### src/design/priority_class_job_queues_defines.svh
// Assertion macros for the priority class job queues.
`ifndef PRIORITY_CLASS_JOB_QUEUES_DEFINES_SVH
`define PRIORITY_CLASS_JOB_QUEUES_DEFINES_SVH

`ifndef SYNTHESIS
`define PCJQ_ASSERT_IMP(lbl, clk, rst, ante, cons) \
  lbl: assert property (@(posedge clk) disable iff (rst) (ante) |-> (cons)) \
    else $error("pcjq assertion failed");
`define PCJQ_ASSERT_NEXT(lbl, clk, rst, ante, cons) \
  lbl: assert property (@(posedge clk) disable iff (rst) (ante) |=> (cons)) \
    else $error("pcjq assertion failed");
`else
`define PCJQ_ASSERT_IMP(lbl, clk, rst, ante, cons)
`define PCJQ_ASSERT_NEXT(lbl, clk, rst, ante, cons)
`endif

`endif

### src/design/pcjq_pkg.sv
// Shared types and constants for the priority class job queues.
`default_nettype none

package pcjq_pkg;

  localparam int NUM_CLASSES_DEF   = 4;
  localparam int QUEUE_DEPTH_DEF   = 16;
  localparam int MAX_FALLBACKS_DEF = 3;
  localparam int JOB_ID_BITS_DEF   = 16;

  // fallback fields present in a command
  localparam int FALLBACK_FIELDS = 3;

  localparam logic [1:0] CMD_PUSH  = 2'd0;
  localparam logic [1:0] CMD_POP   = 2'd1;
  localparam logic [1:0] CMD_QUERY = 2'd2;

  typedef struct packed {
    logic [1:0]  command;
    logic [15:0] job_id;
    logic [1:0]  class_sel;
    logic [1:0]  fallback_count;
    logic [1:0]  fallback_a;
    logic [1:0]  fallback_b;
    logic [1:0]  fallback_c;
  } cmd_t;

  typedef struct packed {
    logic        found;
    logic [15:0] out_job;
    logic [1:0]  served_class;
    logic        notify;
    logic        dropped;
  } result_t;

  typedef struct packed {
    logic push;
    logic pop;
  } qs_op_t;

  typedef struct packed {
    logic in_range;
    logic has_job;
    logic has_room;
  } qs_stat_t;

endpackage

`default_nettype wire

### src/design/pcjq_store.sv
// Job identifier memory, one region per class, registered read.
`default_nettype none

module pcjq_store #(
  parameter int ADDR_W = 6,
  parameter int DATA_W = 16
) (
  input  wire logic              clk,
  input  wire logic              we,
  input  wire logic [ADDR_W-1:0] waddr,
  input  wire logic [DATA_W-1:0] wdata,
  input  wire logic              re,
  input  wire logic [ADDR_W-1:0] raddr,
  output      logic [DATA_W-1:0] rdata
);

  logic [DATA_W-1:0] mem [2**ADDR_W];

  always_ff @(posedge clk) begin
    if (we) begin
      mem[waddr] <= wdata;
    end
    if (re) begin
      rdata <= mem[raddr];
    end
  end

endmodule

`default_nettype wire

### src/design/pcjq_qstate.sv
// Per-class head pointers and occupancy counts with a single class probe.
`default_nettype none

module pcjq_qstate #(
  parameter int NUM_CLASSES = pcjq_pkg::NUM_CLASSES_DEF,
  parameter int QUEUE_DEPTH = pcjq_pkg::QUEUE_DEPTH_DEF,
  localparam int PTR_W = $clog2(QUEUE_DEPTH)
) (
  input  wire logic              clk,
  input  wire logic              rst,
  input  wire logic [1:0]        cls,
  input  wire pcjq_pkg::qs_op_t  op,
  output      pcjq_pkg::qs_stat_t stat,
  output      logic [PTR_W-1:0]  head_slot,
  output      logic [PTR_W-1:0]  tail_slot
);

  localparam int CLS_W = $clog2(NUM_CLASSES);
  localparam int CNT_W = $clog2(QUEUE_DEPTH + 1);

  logic [PTR_W-1:0] head_ptr    [NUM_CLASSES];
  logic [CNT_W-1:0] entry_count [NUM_CLASSES];

  logic [CLS_W-1:0] idx;
  logic [CNT_W-1:0] cnt;
  logic [PTR_W:0]   tail_sum;
  logic [PTR_W-1:0] head_next;

  assign idx           = CLS_W'(cls);
  assign stat.in_range = (32'(cls) < NUM_CLASSES);
  assign cnt           = entry_count[idx];
  assign head_slot     = head_ptr[idx];
  assign stat.has_job  = stat.in_range && (cnt != '0);
  assign stat.has_room = stat.in_range && (cnt < CNT_W'(QUEUE_DEPTH));

  // head + count stays below twice the depth: one compare and subtract wraps it
  assign tail_sum  = {1'b0, head_slot} + (PTR_W + 1)'(cnt);
  assign tail_slot = (tail_sum >= (PTR_W + 1)'(QUEUE_DEPTH))
                   ? PTR_W'(tail_sum - (PTR_W + 1)'(QUEUE_DEPTH))
                   : PTR_W'(tail_sum);
  assign head_next = (head_slot == PTR_W'(QUEUE_DEPTH - 1)) ? '0 : head_slot + 1'b1;

  always_ff @(posedge clk) begin
    if (rst) begin
      for (int i = 0; i < NUM_CLASSES; i++) begin
        head_ptr[i]    <= '0;
        entry_count[i] <= '0;
      end
    end else if (op.push && stat.has_room) begin
      entry_count[idx] <= cnt + 1'b1;
    end else if (op.pop && stat.has_job) begin
      head_ptr[idx]    <= head_next;
      entry_count[idx] <= cnt - 1'b1;
    end
  end

endmodule

`default_nettype wire

### src/design/priority_class_job_queues.sv
// Top level: command sequencer, class probe, job memory and result register.
`default_nettype none
`include "priority_class_job_queues_defines.svh"

// One FIFO of job identifiers per priority class. A push writes the job
// in S_PUSH. A pop or query probes one class per cycle (preferred class
// first, then each valid fallback) through a single count compare unit,
// then reads the job from the registered memory in S_FETCH when one is
// found. The result register holds a finished result while the next
// command is taken; a result finishing while the previous one still waits
// parks until the output frees up.
module priority_class_job_queues #(
  parameter int NUM_CLASSES   = pcjq_pkg::NUM_CLASSES_DEF,
  parameter int QUEUE_DEPTH   = pcjq_pkg::QUEUE_DEPTH_DEF,
  parameter int MAX_FALLBACKS = pcjq_pkg::MAX_FALLBACKS_DEF,
  parameter int JOB_ID_BITS   = pcjq_pkg::JOB_ID_BITS_DEF
) (
  input  wire logic              clk,
  input  wire logic              rst,
  input  wire logic              cmd_valid,
  output      logic              cmd_ready,
  input  wire pcjq_pkg::cmd_t    cmd,
  output      logic              result_valid,
  input  wire logic              result_ready,
  output      pcjq_pkg::result_t result
);

  localparam int CLS_W  = $clog2(NUM_CLASSES);
  localparam int PTR_W  = $clog2(QUEUE_DEPTH);
  localparam int ADDR_W = CLS_W + PTR_W;
  localparam int ID_W   = (JOB_ID_BITS < 16) ? JOB_ID_BITS : 16;
  localparam int NFB_LIM_I = (MAX_FALLBACKS < pcjq_pkg::FALLBACK_FIELDS)
                           ? MAX_FALLBACKS : pcjq_pkg::FALLBACK_FIELDS;
  localparam logic [1:0] NFB_LIM = 2'(NFB_LIM_I);

  typedef enum logic [4:0] {
    S_IDLE   = 5'b00001,
    S_PUSH   = 5'b00010,
    S_SEARCH = 5'b00100,
    S_FETCH  = 5'b01000,
    S_REPLY  = 5'b10000
  } state_t;

  state_t state, state_next;

  pcjq_pkg::cmd_t     req;
  pcjq_pkg::result_t  held;
  pcjq_pkg::result_t  res_next;
  pcjq_pkg::qs_op_t   qs_op;
  pcjq_pkg::qs_stat_t qs_stat;

  logic [1:0]       nfb;
  logic [1:0]       step;
  logic [1:0]       pick;
  logic [1:0]       cand;
  logic [1:0]       qs_cls;
  logic [PTR_W-1:0] head_slot;
  logic [PTR_W-1:0] tail_slot;
  logic             mem_we;
  logic             mem_re;
  logic [ADDR_W-1:0] waddr;
  logic [ADDR_W-1:0] raddr;
  logic [ID_W-1:0]  rdata;
  logic             done;
  logic             out_free;
  logic [1:0]       nfb_in;

  assign cmd_ready = (state == S_IDLE);
  assign out_free  = !result_valid || result_ready;

  assign nfb_in = (cmd.fallback_count > NFB_LIM) ? NFB_LIM : cmd.fallback_count;

  always_comb begin
    unique case (step)
      2'd0: cand = req.class_sel;
      2'd1: cand = req.fallback_a;
      2'd2: cand = req.fallback_b;
      2'd3: cand = req.fallback_c;
      default: cand = req.class_sel;
    endcase
  end

  always_comb begin
    priority case (1'b1)
      state == S_PUSH:   qs_cls = req.class_sel;
      state == S_SEARCH: qs_cls = cand;
      default:           qs_cls = pick;
    endcase
  end

  assign qs_op.push = (state == S_PUSH);
  assign qs_op.pop  = (state == S_FETCH) && (req.command == pcjq_pkg::CMD_POP);

  assign mem_we = (state == S_PUSH) && qs_stat.has_room;
  assign mem_re = (state == S_SEARCH) && qs_stat.has_job;
  assign waddr  = {CLS_W'(req.class_sel), tail_slot};
  assign raddr  = {CLS_W'(cand), head_slot};

  always_comb begin
    state_next = state;
    res_next   = '0;
    done       = 1'b0;
    unique case (state)
      S_IDLE: begin
        if (cmd_valid) begin
          priority if (cmd.command == pcjq_pkg::CMD_PUSH) begin
            state_next = S_PUSH;
          end else if (cmd.command == pcjq_pkg::CMD_POP ||
                       cmd.command == pcjq_pkg::CMD_QUERY) begin
            state_next = S_SEARCH;
          end else begin
            state_next = S_REPLY;  // unknown command: all-zero result
          end
        end
      end
      S_PUSH: begin
        done                  = 1'b1;
        res_next.served_class = req.class_sel;
        res_next.notify       = qs_stat.has_room;
        res_next.dropped      = !qs_stat.has_room;
      end
      S_SEARCH: begin
        if (qs_stat.has_job) begin
          state_next = S_FETCH;
        end else if (step == nfb) begin
          done = 1'b1;
        end
      end
      S_FETCH: begin
        done                  = 1'b1;
        res_next.found        = 1'b1;
        res_next.out_job      = 16'(rdata);
        res_next.served_class = pick;
      end
      S_REPLY: begin
        if (out_free) begin
          state_next = S_IDLE;
        end
      end
      default: state_next = S_IDLE;
    endcase
    if (done) begin
      state_next = out_free ? S_IDLE : S_REPLY;
    end
  end

  always_ff @(posedge clk) begin
    if (rst) begin
      state        <= S_IDLE;
      result_valid <= 1'b0;
    end else begin
      state <= state_next;
      // a new result may load in the same cycle the old one transfers out
      if (out_free && (done || state == S_REPLY)) begin
        result_valid <= 1'b1;
      end else if (result_ready) begin
        result_valid <= 1'b0;
      end
    end
  end

  always_ff @(posedge clk) begin
    if (cmd_valid && cmd_ready) begin
      req  <= cmd;
      held <= '0;
      step <= '0;
      nfb  <= nfb_in;
    end
    if (done && !out_free) begin
      held <= res_next;
    end
    if (state == S_SEARCH) begin
      if (qs_stat.has_job) begin
        pick <= cand;
      end else begin
        step <= step + 1'b1;
      end
    end
    if (out_free) begin
      if (state == S_REPLY) begin
        result <= held;
      end else if (done) begin
        result <= res_next;
      end
    end
  end

  pcjq_qstate #(
    .NUM_CLASSES (NUM_CLASSES),
    .QUEUE_DEPTH (QUEUE_DEPTH)
  ) u_qstate (
    .clk       (clk),
    .rst       (rst),
    .cls       (qs_cls),
    .op        (qs_op),
    .stat      (qs_stat),
    .head_slot (head_slot),
    .tail_slot (tail_slot)
  );

  pcjq_store #(
    .ADDR_W (ADDR_W),
    .DATA_W (ID_W)
  ) u_store (
    .clk   (clk),
    .we    (mem_we),
    .waddr (waddr),
    .wdata (req.job_id[ID_W-1:0]),
    .re    (mem_re),
    .raddr (raddr),
    .rdata (rdata)
  );

  `PCJQ_ASSERT_IMP(a_fetch_has_job, clk, rst, state == S_FETCH, qs_stat.has_job)
  `PCJQ_ASSERT_IMP(a_write_in_room, clk, rst, mem_we, qs_stat.in_range && qs_stat.has_room)
  `PCJQ_ASSERT_IMP(a_result_kind, clk, rst, result_valid, !(result.found && result.dropped))
  `PCJQ_ASSERT_NEXT(a_busy_after_xfer, clk, rst, cmd_valid && cmd_ready, !cmd_ready)

endmodule

`default_nettype wire
### config.mk
export PLATFORM = sky130hd
export DESIGN_NAME = priority_class_job_queues
export DESIGN_NICKNAME = d
export VERILOG_FILES = /design/src/design/pcjq_pkg.sv /design/src/design/pcjq_store.sv /design/src/design/pcjq_qstate.sv /design/src/design/priority_class_job_queues.sv
export VERILOG_INCLUDE_DIRS = /design/src /design/src/design
export SDC_FILE = /design/constraint.sdc
export NUM_CORES = 1
export LEC_CHECK = 0
export BUFFER_PORTS_ARGS = -buffer_cell sky130_fd_sc_hd__buf_2
export CAP_MARGIN = 5
export CORE_MARGIN = 2
export CORE_UTILIZATION = 45
export CTS_CLUSTER_DIAMETER = 60
export DETAILED_ROUTE_END_ITERATION = 10
export GPL_TIMING_DRIVEN = 0
export HOLD_SLACK_MARGIN = 0.02
export RECOVER_POWER = 25
export SYNTH_ARGS = -nofsm -noshare
export SYNTH_HDL_FRONTEND = slang
export SYNTH_SLANG_ARGS = --single-unit
### constraint.sdc
create_clock -name clk -period 11.2 [get_ports clk]
set_clock_uncertainty 0.15 [all_clocks]
set_input_delay 1.12 -clock clk [delete_from_list [all_inputs] [get_ports clk]]
set_output_delay 1.12 -clock clk [all_outputs]
set_load 0.02 [all_outputs]
* Word level (Yosys, flattened, before mapping)
Memories as Yosys holds them, arrays and structs flattened. A register that Yosys moved wholly into a read port is not among the register bits.
Cells that the tools add are included.
** Storage, ports and cells
- Register bits :: 80
- Bits in latches :: 0
- Bits in writable memories :: 1060
- Memory bits (read-only) :: 0
- Input bits :: 32
- Output and inout bits :: 23
- Word-level logic and storage cells :: 121
- Memories kept :: 3
** Memory list
- u_store.mem :: words 64, bits a word 16, rd ports 1, clocked after Yosys merged registers in 1, write ports 1, RTL line pcjq_store.sv:17 : logic [DATA_W-1:0] mem [2**ADDR_W];
- u_qstate.entry_count :: words 4, bits a word 5, rd ports 1, clocked after Yosys merged registers in 0, write ports 4, RTL line pcjq_qstate.sv:22 : logic [CNT_W-1:0] entry_count [NUM_CLASSES];
- u_qstate.head_ptr :: words 4, bits a word 4, rd ports 1, clocked after Yosys merged registers in 0, write ports 4, RTL line pcjq_qstate.sv:21 : logic [PTR_W-1:0] head_ptr [NUM_CLASSES];
** Cells by class
- $add $sub $neg :: 6
- $mul :: 0
- Div/mod/pow operators :: 0
- Magnitude comparators :: 3
- Equal/unequal tests :: 17
- Shift operators :: 0
- Mux-type cells :: 45
- Bitwise logic cells :: 1
- Reduce and logical (&&, ||, !) cells :: 25
** Operators by type and width (number)
- $mux W21 :: 4
- $mux W5 :: 9
- $pmux W5 S4 :: 1
- $mux W17 :: 1
- $mux W1 :: 16
- $mux W2 :: 8
- $mux W4 :: 3
- $pmux W2 S4 :: 1
- $logic_and A1 B1 Y1 :: 7
- $eq A2 B1 Y1 const B :: 3
- $eq A2 B2 Y1 const B :: 3
- $ne A3 B3 Y1 const B :: 2
- $reduce_bool A2 Y1 :: 3
- $add A4 B5 Y5 :: 1
- $add A5 B1 Y5 const B :: 1
- $eq A5 B1 Y1 const B :: 1
- $eq A5 B2 Y1 const B :: 1
- $eq A5 B3 Y1 const B :: 1
- $eq A5 B4 Y1 const B :: 1
- $eq A5 B5 Y1 const B :: 1
- $ge A5 B5 Y1 const B :: 1
- $lt A5 B5 Y1 const B :: 1
- $reduce_bool A5 Y1 :: 1
- $reduce_or A5 Y1 :: 1
- other kinds (19) :: 25

* Longest topological paths before layout
An unclocked memory read counts as a cell.
- Depth in word-level cells :: 14
- Depth in mapped cells :: 18
- Mapped depth without buffers :: 16

* Hierarchy
Synthesis repeated with hierarchy kept, for this count alone.
** Unflattened totals
- Cell total of the unflattened synthesis :: 2196
- Area, all modules :: 45406.0 µm²
** By module, submodules not included
- pcjq_store :: instances 1, cells each 1829, area an instance 40202.3 µm², seq. area each 31230.0 µm²
- priority_class_job_queues :: instances 1, cells each 205, area an instance 3150.5 µm², seq. area each 2322.2 µm²
- pcjq_qstate :: instances 1, cells each 162, area an instance 2053.2 µm², seq. area each 1081.0 µm²

* Least setup slack after synthesis
No wires, ideal clock.
- Path kind :: register to register
- Start :: reg step[0]
- End :: mem u_store.mem[55][0], enable pin
- Setup time :: 0.388 ns
- Arrival time :: 4.493 ns
- Required time :: 10.662 ns
- Path slack :: 6.169 ns
- Stages on the path, launching flop included :: 19
- Path buffers :: 4
- Period minus slack after synthesis :: 5.031 ns
- Cell sequence :: dfxtp_1 > inv_1 > ha_1 > a222oi_1 > o31ai_2 > or2_1 > buf_2 > a22o_1 > inv_2 > buf_2 > buf_2 > clkbuf_1 > ha_1 > inv_1 > fa_1 > xor2_1 > nor2_1 > nand3_1 > nor2_1
** Between the ends
- Word-level cells in the longest chain between the ends :: 9
- Elaborated cells on any way between the ends :: 17
- Classes of those cells :: add/sub: 2; order compare: 2; eq/ne: 3; mux: 6; reduce/logical: 2; memory: 2
** RTL lines
- start, declared :: RTL line priority_class_job_queues.sv:53 : logic [1:0] step;
- start signal, assigned :: RTL line priority_class_job_queues.sv:176 : step <= step + 1'b1;
- $eq A2 B2 Y1, or another cell as far along :: RTL line priority_class_job_queues.sv:74 : unique case (step)
- $pmux W2 S4 (*) :: RTL line priority_class_job_queues.sv:74
- $mux W2 (*) (2 in a row) :: RTL line priority_class_job_queues.sv:84 : priority case (1'b1)
- branches (longest 5 deep; another with $add A4 B5 Y5)
- end, declared :: RTL line pcjq_store.sv:17
Mark *: on every way between the ends.

* Worst setup path in the final report
- Start :: reg step[1]
- End :: mem u_store.mem[44][3], enable pin
The elaborated chain is that of the path after synthesis.

==> run metrics <==
die area=105000 um^2; switching share of power=25.1%; Overall Global Routing Usage=24.9%; crit path max fanout=11; largest net degree at the start of global routing=31; Setup-failing EPs final=0; Clock Sinks=1156; CTS tree=done; Worst Tran Pin Value=1510 ps; cell count of the worst reg-to-reg path=18; Final HPWL DP=91500 um; Reg-to-Reg Start=step[1]$_DFF_P_; DRT antenna net count=0; Int Pwr=0.00737 W; ratio of cells with drive above 1 in the final layout=11.6%; CTS Root Cell=clkbuf_16; syn nets=3319; Flop pwr share=49.8%; FMAX=0.130 GHz; prevailing post-synth register cell=edfxtp_1; DP Area=49800 um^2; Clock power frac=39.2%; max-cap violation count=1; status=complete, but fails checks; PortBufs=54; most frequent cell after synthesis=edfxtp_1; Clock Latency Late Sink=710 ps; fill count=8456; largest cells by area after synthesis=edfxtp_1, nand2_1, mux2i_1; WL final=131000 um; sw power=0.00246 W; Worst path slowest cell=nor2_1; postcts setup bufs=0; setup TNS=0 ps; slowest stage delay, CP=1130 ps; layout net count=3576; antenna violations before repair=3; mean area per synthesized cell=14.0 um^2; Max IR drop VDD=0.121 mV; Starting Density=45.3%; Post-synth top cells=edfxtp_1, nand2_1, nand3_1; critical path launch point type=flop; Hold Startpoint=held[1]$_SDFFCE_PN0P_; hold crit path type=flop to flop; CP endpoint kind=flop; number of global-route vias before repair=27020; Lkg Pwr=17.9 nW; Area Growth Syn to Fin=15.2%; Hold Path Stages=2; Synth area leader=edfxtp_1; DRC Markers=0; worst rel slew slack=-0.516%; clk slew on worst S/H paths=60 ps; total gr overflow=0; crit-path cells=inv_1 -> ha_1 -> a22oi_1 -> a22o_1 -> a221o_1 -> a311oi_1 -> a22o_1 -> inv_2 -> buf_2 -> buf_2 -> clkbuf_1 -> ha_1 -> inv_1 -> fa_1 -> xnor2_1 -> nand3_1 -> nor2_1 -> buf_4; ys async rst share=0%; Crit. path cell count=18; Core Box Area=102000 um^2; library cells used by synthesis=69; failing checks=capacitance limit, slew limit; Boundary Pins=55; Tmin final=7670 ps; Vias=28800; critical path buffer and inverter count=7; Setup Crit Path Kind=flop to flop; number of synthesized register bits=1156; via/cell ratio=5.76; pwr/cell area=186 nW/um^2; wire per inst=26.2 um; Comb power frac=11.0%; PostCTS Resize Cnt=0; Initial DRC Count=3413; Die H=324 um; clock buffer depth=3; row count=117; final hold slack=371 ps; delay-heaviest family, CP=simple AND/OR/NAND/NOR gates; Synth Warn #=0; fin crit share=68.5%; CTS Buf Count=115; Hold-fix buffers, CTS=0; Die X=324 um; RSZ-0062 raised after global routing=no; arrival time of the worst setup path=7930 ps; CP required=11460 ps; final max-slew violation count=17; post-route cell area=53000 um^2; fin util=52.1%; EDFF count, synth=1148; first-pass GRT wire length=187000 um; Yosys top cell area share=75.0%; sequential element share of the synthesized area=75.3%; Critical path origin=step[1]$_DFF_P_; final hold viol count=0; Final GP Congestion=1.08; post-synthesis cell count=3275; first-pass detailed-route iteration total=5; H-tree depth=3; synthesized area=46000 um^2
[placed cells by master, fill, tap and decap left out, types with 15 or more instances in the layout]
master	Yosys	layout
a211oi_1	24	24
a21oi_1	156	155
a22o_1	18	18
a311oi_1	19	19
a31oi_1	66	66
a32oi_1	17	17
and3_1	23	23
buf_1	19	19
buf_16	0	20
buf_2	51	103
buf_4	10	23
buf_8	0	18
clkbuf_1	108	166
clkbuf_16	0	116
clkinv_1	0	20
clkinv_2	0	21
edfxtp_1	1148	1148
inv_1	15	15
mux2i_1	167	167
nand2_1	775	775
nand3_1	253	253
nand4_1	20	20
nor2_1	112	67
nor2_2	0	45
nor3_1	31	31
nor4_1	17	17
o21ai_0	16	15
o221ai_1	32	32
o22ai_1	19	19
o311ai_1	16	16
o32ai_1	17	17
or4_1	16	16
[through the flow]
stage          worst slack, ps  instances  power, W
6_report                  3530       4998   0.00983
5_1_grt                   3280       4997    0.0101
4_1_cts                   3470       4991   0.00990
3_5_place_dp              3510       4777   0.00610
3_3_place_gp              3130       4697   0.00599
2_1_floorplan             6170       3275   0.00552
[sequential cells by signal, summed over array words and instances, names as in the netlist]
register / count
req: 26
result: 21
step: 2
result_valid: 1
pick: 2
u_store.mem: 1024
u_qstate.entry_count: 20
state: 5
u_qstate.head_ptr: 16
held: 21
u_store.rdata: 16
nfb: 2
[area by class of cell]
class	count	area (um^2)	area share, %
Buffer	195	886	1.67
Antenna cell	1	2.50	0.00473
Inverter	19	73.8	0.139
Clock buffer	148	3050	5.76
Tap cell	1368	1710	3.23
Clock inverter	66	702	1.33
Timing Repair Buffer	140	1390	2.62
Multi-Input combinational cell	1905	10500	19.8
Sequential cell	1156	34600	65.4
[metal layers]
metal  vias to the layer above  track usage, %  share of wire [%]
met5                         -               0              0.021
met1                     14295            34.3                 41
met4                         4            10.5                4.4
li1                      12854               -                  -
met2                      1393            39.2                 46
met3                       254            4.33                8.9
[worst paths after layout]
path	end	slack, ps
setup / recovery	u_store.mem[44][3]$_DFFE_PP_	3530
hold / removal	result[1]$_DFFE_PP_	370
setup reg to reg	u_store.mem[44][3]$_DFFE_PP_	3530
hold reg to reg	result[1]$_DFFE_PP_	370
[power groups by stage]
stage / Sequential, W / Combinational (W) / Clock, W
6_report: 0.00489 / 0.00108 / 0.00386
3_3_place_gp: 0.00514 / 0.000844 / 0
4_1_cts: 0.00490 / 0.00111 / 0.00389
3_5_place_dp: 0.00499 / 0.00111 / 0
5_1_grt: 0.00490 / 0.00114 / 0.00406
2_1_floorplan: 0.00502 / 0.000500 / 0
[cells by family (layout without fill, tap and decap cells)]
kind of cell | count (synthesis) | after routing | synth area share [%]
AOI/OAI and AO/OA | 423 | 423 | 6.23
muxes | 169 | 169 | 3.69
other | 0 | 1 | 0
DFF | 1156 | 1156 | 75.3
adders and majority gates | 12 | 12 | 0.343
and+or+nand+nor | 1288 | 1288 | 12.1
xor gates and xnor gates | 13 | 13 | 0.248
buffers and inverters | 214 | 568 | 2.09
[worst reg2reg max path, delay by kind of cell, from the launching register on]
kind | cells | cell delay, ps
AOI/OAI and AO/OA | 5 | 1550
xor gates and xnor gates | 1 | 290
adders and majority gates | 3 | 950
buffers and inverters | 7 | 1910
DFF | 1 | 410
and+or+nand+nor | 2 | 2130
No activity file was read; power rests on OpenSTA's default activity.
